File: config.mk
export PLATFORM = sky130hd
export DESIGN_NAME = backlight_duty_ramp
export DESIGN_NICKNAME = d
export VERILOG_FILES = /design/src/bdr_pkg.sv /design/src/bdr_div.sv /design/src/bdr_core.sv /design/src/backlight_duty_ramp.sv
export SDC_FILE = /design/constraint.sdc
export NUM_CORES = 1
export LEC_CHECK = 0
export BUFFER_PORTS_ARGS = -buffer_cell sky130_fd_sc_hd__clkbuf_2
export CORE_ASPECT_RATIO = 1.1
export CORE_MARGIN = 5
export CORE_UTILIZATION = 55
export CTS_BUF_LIST = sky130_fd_sc_hd__clkbuf_4 sky130_fd_sc_hd__clkbuf_8 sky130_fd_sc_hd__clkbuf_16
export DETAILED_ROUTE_END_ITERATION = 10
export PLACE_DENSITY = 0.72
export SLEW_MARGIN = 20
export SYNTH_ARGS = -nofsm -noshare
export SYNTH_HDL_FRONTEND = slang
export SYNTH_SLANG_ARGS = --single-unit
File: constraint.sdc
create_clock -name clk -period 18.2 [get_ports clk]
set_input_delay 1.82 -clock clk [delete_from_list [all_inputs] [get_ports clk]]
set_output_delay 1.82 -clock clk [all_outputs]
set_load 0.02 [all_outputs]
File: src/bdr_pkg.sv
// bdr_pkg: types, constants and duty maps for the backlight duty ramp
// no dependencies; used by bdr_div, bdr_core and backlight_duty_ramp
package bdr_pkg;

	localparam int DUTY_W  = 18;
	localparam int LEVEL_W = 8;
	// log2 of the largest ramp step count the divider is sized for
	localparam int STEPS_LOG2_MAX = 10;

	localparam logic [DUTY_W-1:0] DUTY_MAX  = 18'd200000;
	localparam logic [DUTY_W-1:0] DUTY_HIGH = 18'd150000;
	localparam logic [DUTY_W-1:0] DUTY_MID  = 18'd100000;
	localparam logic [DUTY_W-1:0] DUTY_LOW  = 18'd50000;
	localparam logic [DUTY_W-1:0] DUTY_MIN  = 18'd1;

	typedef enum logic [1:0] {
		OP_DIRECT = 2'd0,
		OP_AUTO   = 2'd1,
		OP_RAMP   = 2'd2,
		OP_QUERY  = 2'd3
	} op_t;

	typedef struct packed {
		op_t                operation;
		logic [LEVEL_W-1:0] level;
	} req_t;

	typedef struct packed {
		logic [DUTY_W-1:0] duty;
		logic              pwm_write;
		logic              at_level;
	} rsp_t;

	// five-entry direct map, only meaningful for levels 1 to 5
	function automatic logic [DUTY_W-1:0] direct_duty(input logic [LEVEL_W-1:0] lv);
		logic [DUTY_W-1:0] v;
		case (lv)
			8'd1: v = DUTY_MAX;
			8'd2: v = DUTY_HIGH;
			8'd3: v = DUTY_MID;
			8'd4: v = DUTY_LOW;
			8'd5: v = DUTY_MIN;
			default: v = '0;
		endcase
		return v;
	endfunction

	// three-value map, anything unlisted goes to full duty
	function automatic logic [DUTY_W-1:0] auto_duty(input logic [LEVEL_W-1:0] lv);
		logic [DUTY_W-1:0] v;
		case (lv) inside
			[8'd2:8'd3]: v = DUTY_MID;
			[8'd4:8'd5]: v = DUTY_MIN;
			default:     v = DUTY_MAX;
		endcase
		return v;
	endfunction

	function automatic logic [DUTY_W-1:0] clamp_duty(input logic [DUTY_W-1:0] v);
		logic [DUTY_W-1:0] r;
		if (v > DUTY_MAX) begin
			r = DUTY_MAX;
		end else if (v < DUTY_MIN) begin
			r = DUTY_MIN;
		end else begin
			r = v;
		end
		return r;
	endfunction

endpackage

File: src/bdr_div.sv
// bdr_div: divides a duty difference by the fixed ramp step count
// reciprocal multiply, exact for every 18-bit dividend; uses bdr_pkg
module bdr_div #(
	parameter int RAMP_STEPS = 80
) (
	input  logic [bdr_pkg::DUTY_W-1:0] dividend,
	output logic [bdr_pkg::DUTY_W-1:0] quotient
);

	localparam int SHIFT  = bdr_pkg::DUTY_W + bdr_pkg::STEPS_LOG2_MAX;
	localparam int MULT_W = SHIFT + 1;
	localparam int PROD_W = bdr_pkg::DUTY_W + MULT_W;
	// rounded-up reciprocal, error per unit stays below 2^-DUTY_W
	localparam logic [MULT_W-1:0] MULT = MULT_W'((64'd1 << SHIFT) / RAMP_STEPS + 1);

	logic [PROD_W-1:0] prod;

	assign prod     = PROD_W'(dividend) * PROD_W'(MULT);
	assign quotient = prod[SHIFT +: bdr_pkg::DUTY_W];

endmodule

File: src/bdr_core.sv
// bdr_core: duty state and the per-request update of direct, auto, ramp and query
// uses bdr_pkg and bdr_div
module bdr_core #(
	parameter int RAMP_STEPS = 80
) (
	input  logic          clk,
	input  logic          arst_n,
	input  logic          en,
	input  bdr_pkg::req_t req,
	output bdr_pkg::rsp_t rsp
);

	localparam int DW = bdr_pkg::DUTY_W;

	logic [DW-1:0]               current_q, target_q, step_q;
	logic [bdr_pkg::LEVEL_W-1:0] direct_q, auto_q;

	logic [DW-1:0]               current_d, target_d, step_d;
	logic [bdr_pkg::LEVEL_W-1:0] direct_d, auto_d;

	logic [DW-1:0] map_dir, map_auto, cur_c, tgt_c, diff, quo, step_new, step_use;
	logic [DW:0]   up_sum;
	logic          write, hit;

	assign map_dir  = bdr_pkg::direct_duty(req.level);
	assign map_auto = bdr_pkg::auto_duty(req.level);
	assign cur_c    = bdr_pkg::clamp_duty(current_q);
	assign tgt_c    = bdr_pkg::clamp_duty(map_auto);
	assign diff     = (tgt_c >= cur_c) ? (tgt_c - cur_c) : (cur_c - tgt_c);

	bdr_div #(.RAMP_STEPS(RAMP_STEPS)) u_div (
		.dividend(diff),
		.quotient(quo)
	);

	assign step_new = (quo == '0) ? bdr_pkg::DUTY_MIN : quo;
	// old target plays the part of the previous target, so no copy is kept
	assign step_use = (target_q != tgt_c) ? step_new : step_q;
	assign up_sum   = {1'b0, cur_c} + {1'b0, step_use};

	always_comb begin
		current_d = current_q;
		target_d  = target_q;
		step_d    = step_q;
		direct_d  = direct_q;
		auto_d    = auto_q;
		write     = 1'b0;
		hit       = 1'b0;
		case (req.operation)
			bdr_pkg::OP_DIRECT: begin
				if (req.level != direct_q && req.level inside {[8'd1:8'd5]}) begin
					current_d = map_dir;
					target_d  = map_dir;
					direct_d  = req.level;
					write     = 1'b1;
				end
			end
			bdr_pkg::OP_AUTO: begin
				if (req.level != auto_q) begin
					current_d = map_auto;
					target_d  = map_auto;
					auto_d    = req.level;
					write     = 1'b1;
				end
			end
			bdr_pkg::OP_RAMP: begin
				target_d = tgt_c;
				step_d   = step_use;
				write    = 1'b1;
				if (cur_c <= tgt_c) begin
					current_d = (up_sum > {1'b0, tgt_c}) ? tgt_c : up_sum[DW-1:0];
				end else if ((cur_c - tgt_c) < step_use) begin
					current_d = tgt_c;
				end else begin
					current_d = cur_c - step_use;
				end
			end
			bdr_pkg::OP_QUERY: begin
				hit = (map_auto == current_q);
			end
			default: begin
				hit = 1'b0;
			end
		endcase
	end

	always_ff @(posedge clk or negedge arst_n) begin
		if (!arst_n) begin
			current_q <= '0;
			target_q  <= '0;
			step_q    <= '0;
			direct_q  <= '0;
			auto_q    <= '0;
		end else if (en) begin
			current_q <= current_d;
			target_q  <= target_d;
			step_q    <= step_d;
			direct_q  <= direct_d;
			auto_q    <= auto_d;
		end
	end

	assign rsp.duty      = current_d;
	assign rsp.pwm_write = write;
	assign rsp.at_level  = hit;

endmodule

File: src/backlight_duty_ramp.sv
// backlight_duty_ramp: top level, input register, duty update and result register
// uses bdr_pkg and bdr_core
//
// usage
//   request channel: req_valid / req_stall / req_data carry one request,
//   an operation (direct set, auto init, ramp step, query) and a level
//   response channel: rsp_valid / rsp_stall / rsp_data carry one result
//   per request: the duty after the request, a pwm write flag and the
//   query hit flag
//   path: an accepted request is held in the input register, and its result
//   goes from there through the duty update into the result register
//   throughput: one request per cycle while no result is stalled; the duty
//   state is updated in the same cycle that the result register loads, so
//   back to back requests see each other's effect with no bubble
//   the critical path is the clamp, the reciprocal multiply for the step
//   size and the step add and saturate, all between the two registers
//   reset: all duty state, levels and step size clear to zero, and both
//   stages come up empty
//   stall: when rsp_stall holds a result, a full input register holds too
//   and raises req_stall, while an empty input register can still load
module backlight_duty_ramp #(
	parameter int RAMP_STEPS = 80
) (
	input  logic          clk,
	input  logic          arst_n,
	input  logic          req_valid,
	output logic          req_stall,
	input  bdr_pkg::req_t req_data,
	output logic          rsp_valid,
	input  logic          rsp_stall,
	output bdr_pkg::rsp_t rsp_data
);

	logic          valid_s1;
	bdr_pkg::req_t req_s1;
	logic          adv_out;   // result register can load this cycle
	logic          take_s1;   // request in the input register is processed
	bdr_pkg::rsp_t rsp_c;

	assign adv_out   = !rsp_valid || !rsp_stall;
	assign take_s1   = valid_s1 && adv_out;
	// input register frees up whenever its request moves on
	assign req_stall = valid_s1 && !adv_out;

	// input register
	always_ff @(posedge clk or negedge arst_n) begin
		if (!arst_n) begin
			valid_s1 <= 1'b0;
		end else if (!req_stall) begin
			valid_s1 <= req_valid;
		end
	end

	always_ff @(posedge clk) begin
		if (!req_stall && req_valid) begin
			req_s1 <= req_data;
		end
	end

	// duty state and per-request update
	bdr_core #(.RAMP_STEPS(RAMP_STEPS)) u_core (
		.clk   (clk),
		.arst_n(arst_n),
		.en    (take_s1),
		.req   (req_s1),
		.rsp   (rsp_c)
	);

	// result register
	always_ff @(posedge clk or negedge arst_n) begin
		if (!arst_n) begin
			rsp_valid <= 1'b0;
		end else if (adv_out) begin
			rsp_valid <= valid_s1;
		end
	end

	always_ff @(posedge clk) begin
		if (take_s1) begin
			rsp_data <= rsp_c;
		end
	end

endmodule
### Yosys cells after proc, flatten, opt, wreduce, memory -nomap -nowiden

Index checks and enable logic that the tools add are counted.

| storage, ports and cells | value |
|---|---|
| bits in registers | 102 |
| bits of input ports | 14 |
| output and inout port bits | 22 |
| word-level logic and storage cells | 85 |

| cells by class | value |
|---|---|
| add/sub/neg operators | 4 |
| multiply operators | 1 |
| magnitude comparators | 13 |
| eq/ne operators | 14 |
| mux-type cells | 22 |
| reduce and logical (&&, ||, !) cells | 19 |

Operators by type and width:

| operator | count |
|---|---|
| 18-bit 2-to-1 mux | 15 |
| 18-bit case mux with 3 select lines | 2 |
| 18-bit case mux with 5 select lines | 1 |
| 18-bit subtractor | 3 |
| 18-bit by 20-bit multiplier with 38-bit output, second input constant | 1 |
| 18-bit > comparator, second input constant | 2 |
| 18-bit by 1-bit less-than comparator with 1-bit output, second input constant | 2 |
| 18-bit by 18-bit adder with 19-bit output | 1 |
| 19-bit by 18-bit > comparator with 1-bit output | 1 |
| 18-bit equality test | 1 |
| 18-bit >= comparator | 1 |
| 18-bit <= comparator | 1 |
| 18-bit zero test | 1 |
| 18-bit less-than comparator | 1 |
| 18-bit != test | 1 |
| 8-bit by 2-bit equality test with 1-bit output, second input constant | 2 |
| 8-bit by 3-bit equality test with 1-bit output, second input constant | 2 |
| 8-bit != test | 2 |
| 12-bit 2-to-1 mux | 1 |
| 8-bit by 1-bit equality test with 1-bit output, second input constant | 1 |
| 8-bit by 1-bit >= comparator with 1-bit output, second input constant | 1 |
| 8-bit by 2-bit >= comparator with 1-bit output, second input constant | 1 |
| 8-bit by 3-bit >= comparator with 1-bit output, second input constant | 1 |
| 8-bit by 2-bit <= comparator with 1-bit output, second input constant | 1 |
| other kinds (14) | 27 |

### Longest topological paths before layout

| logic depth | value |
|---|---|
| depth in word-level cells | 18 |
| depth in mapped cells | 69 |

### Hierarchy

Synthesis repeated with hierarchy kept, for this count alone.

| unflattened totals | value |
|---|---|
| cells, all modules | 1,613 |
| area, all modules | 13,972.2 um2 |

Modules (own cells, without submodules):

| module | instances | cells an instance | area each (um2) | sequential area each (um2) |
|---|---|---|---|---|
| bdr_core | 1 | 1,056 | 8,097.8 | 1,476.4 |
| bdr_div | 1 | 519 | 4,880.9 | 0.0 |
| backlight_duty_ramp | 1 | 38 | 993.5 | 950.9 |

### Least setup slack after synthesis

Ideal clock, no wire load.

| path | value |
|---|---|
| path type | register -> register |
| start point | reg req_s1[5] (netlist name) |
| end point | reg rsp_data[18] (netlist name) (data pin) |
| arrival | 16.051 ns |
| required time | 17.922 ns |
| path slack | 1.871 ns |
| stages on the path, launching flop included | 64 |
| path through | edfxtp_1 > or4_1 > or2_2 > clkbuf_1 > nor3b_1 > clkbuf_1 > ha_1 > buf_2 > or4b_1 > a2111oi_2 > o311a_1 > a32oi_1 > nand2_1 > buf_1 > mux2i_1 > xor2_1 > ha_1 > inv_1 > (+28 left out) > o21bai_1 > a21oi_1 > o21ai_0 > xnor2_1 > ha_1 > a21oi_1 > nor2b_1 > a2111oi_0 > a31oi_1 > or4_1 > a211oi_1 > a32o_1 > nand2_1 > nor2_1 > clkbuf_1 > a211oi_2 > a221oi_1 > o221ai_1 |

RTL lines:

| item | line | source |
|---|---|---|
| start, declared | backlight_duty_ramp.sv:35 | `bdr_pkg::req_t req_s1;` |
| start signal, assigned | backlight_duty_ramp.sv:56 | `req_s1 <= req_data;` |
| end signal, assigned | backlight_duty_ramp.sv:80 | `rsp_data <= rsp_c;` |
| end, declared | backlight_duty_ramp.sv:31 | `output bdr_pkg::rsp_t rsp_data` |

==> results.json <==
{
  "grt_max_degree": 62,
  "cp_common_cell": "fa_1",
  "r2r_slack_ps": 730,
  "synth_edf_count": 30,
  "post_drt_wl_per_cell_um": 21.3,
  "endpoint_kind": "flop",
  "io_buffers": 35,
  "synth-async-reset-ratio_pct": 67.0,
  "tritoncts": "built",
  "synth_nets": 2056,
  "grt_pass1_wl_um": 70600,
  "reg2regPathDepth": 60,
  "drive_above_1_share_pct": 9.53,
  "synthTopCellsByCount": "inv_1, ha_1, nand2_1, a21oi_1, nor2_1",
  "cts-buffers-inserted": 9,
  "initialDrtViolationCount": 1223,
  "fin_nets": 2087,
  "worst_pin_slew_ps": 1050,
  "num_vias": 12945,
  "antenna_found_initial": 0,
  "num_io_pins": 36,
  "hpwl_um": 37500,
  "holdBufCountCts": 0,
  "fin_skew_ps": 14.2,
  "hold_path_depth": 2,
  "die_h_um": 180,
  "hp-class": "flop to flop",
  "worstPathArrival_ps": 17660,
  "clkTransAtPathRegs_ps": 70,
  "cpMaxStageDelayCell": "or4_1",
  "syn_area_um2": 14500,
  "ys_top_cells_by_area": "ha_1, fa_1, dfrtp_1",
  "dr.pass1.iters": 6,
  "grt.overflow.total": 0,
  "post-route-util_pct": 60.1,
  "maxSlewViolCount": 0,
  "seq_area_frac_synth_pct": 16.8,
  "ys.warnings.count": 0,
  "area_delta_synth_final_pct": 8.03,
  "synth_top_flop_cell": "dfrtp_1",
  "clock.fmax_mhz": 57.2,
  "wl_um": 45000,
  "slew_headroom_pct": 29.4,
  "start_util_pct": 55.6,
  "nFillCells": 2397,
  "crit_fanout": 9,
  "slowest_delay_ps": 620,
  "status": "complete, no violations",
  "yosysTopAreaCell": "ha_1",
  "cts.sinks": 91,
  "post-route-period-util_pct": 96.0,
  "synth_top_area_share_pct": 19.1,
  "required_ps": 18380,
  "diodes": 0,
  "criticalPathCategory": "flop to flop",
  "setup_violations": 0,
  "htreeDepth": 3,
  "clockBufferDepth": 2,
  "syn_inst": 1727,
  "hold_viol": 0,
  "coreArea_um2": 26000,
  "period_minus_slack_ps": 17470,
  "synth-seq-cells": 91,
  "dieArea_um2": 29600,
  "synth_cell_types": 88,
  "cts_root_buf": "clkbuf_16",
  "drc_errors": 0,
  "critPathLaunchType": "flop",
  "viasPerCell": 6.12,
  "drtAntennaViolNets": 0,
  "row_count": 62,
  "grt_pass1_vias": 12742,
  "syn_area_per_cell_um2": 8.37,
  "globalplace.congestion": 1.12,
  "fp.dieW_um": 165,
  "maxCapViolCount": 0,
  "track_usage_pct": 30.2,
  "worstSkewPairLatency_ps": 360,
  "synth.most_common_cell": "inv_1"
}
[critical path, delay by kind of cell, from the launching register on]
kind,cells,cell delay [ps]
AO/OA/AOI/OAI,25,5860
XOR/XNOR,2,680
adder cells (fa/ha/maj),11,4430
buffers and inverters,7,720
flip-flops,1,450
multiplexers,1,250
AND/OR/NAND/NOR,14,4860
[flip-flops by register name, indices dropped and copies added (netlist names)]
| register | flops |
|---|---|
| u_core.target_q | 7 |
| u_core.auto_q | 8 |
| rsp_data | 20 |
| req_s1 | 10 |
| u_core.current_q | 18 |
| u_core.step_q | 18 |
| valid_s1 | 1 |
| u_core.direct_q | 8 |
| rsp_valid | 1 |
[per-layer routing]
metal,share of wire [%],up-vias,GRT usage [%],wire [µm]
met5,0,-,0,0
met4,3.8,0,10.1,1690
met3,8.6,112,6.68,3870
met2,45,585,46.4,20100
met1,43,6200,42.2,19300
li1,-,6048,-,-
[worst paths after layout]
kind                                               start                       endpoint
setup / recovery                     req_s1[5]$_DFFE_PP_         rsp_data[16]$_DFFE_PP_
hold / removal             u_core.step_q[12]$_DFFE_PN0P_  u_core.step_q[12]$_DFFE_PN0P_
setup reg to reg                     req_s1[5]$_DFFE_PP_         rsp_data[16]$_DFFE_PP_
hold reg to reg            u_core.step_q[12]$_DFFE_PN0P_  u_core.step_q[12]$_DFFE_PN0P_
max in group asynchronous                         arst_n  u_core.step_q[12]$_DFFE_PN0P_
min in group asynchronous                         arst_n   u_core.auto_q[4]$_DFFE_PN0P_
[metrics by stage]
stage / hold slack, ps / TNS (ps) / worst slack (ps) / cell area [µm²] / cells
after floorplan: 457 / 0 / 1870 / 14500 / 1727
after global placement: 467 / 0 / 287 / 15100 / 2090
after detailed placement: 484 / -97.3 / -59.1 / 15100 / 2090
after CTS: 496 / 0 / 88.9 / 15400 / 2106
after global routing: 524 / -43.4 / -27.8 / 15600 / 2115
final: 493 / 0 / 725 / 15600 / 2115
[timing repair]
item                                    CTS  global route
resized for setup                         2            28
setup buffers                             0             9
gates cloned                              0             0
pin swaps                                 0             3
endpoints found under the setup margin    6            36
[area by class of cell]
cell class	instances	area, µm²	area share, %
clock buffer	10	233	1.49
clock inverter	6	72.6	0.465
inverter	299	1120	7.19
multi-input combinational	1282	10800	69.5
sequential	91	2430	15.5
tap	352	440	2.82
timing repair buffer	75	475	3.04
[cell usage in the layout (no fill, tap or decap), types with 10 or more instances in the layout]
master    instances
nand3_1          28
xor2_1           22
buf_4            40
mux2_2           27
nor2b_1          17
fa_1             94
nand2b_1         16
a21o_1           32
o21ai_0          69
clkbuf_2         35
o211ai_1         11
o22ai_1          10
dfrtp_1          61
o21a_1           11
mux2i_1          11
nand2_1         127
a21oi_1         117
nor3_1           29
a211oi_1         11
inv_1           297
xnor2_1          52
ha_1            218
edfxtp_1         30
o21bai_1         12
nor2_1          111
nand4_1          19
and3_1           13
a31oi_1          18
and2_1           14
[kinds of logic after synthesis]
group	after synthesis	share of synthesized area, %
mux	38	2.86
flops	91	16.8
xor+xnor	75	4.54
buf+inv	354	9.29
simple gates	438	15.0
fa+ha+maj	315	32.1
compound gates	416	19.4
Power is left out: the tool's default activity adds up to more than one toggle a clock period on the data nets, which glitch-free logic cannot reach.
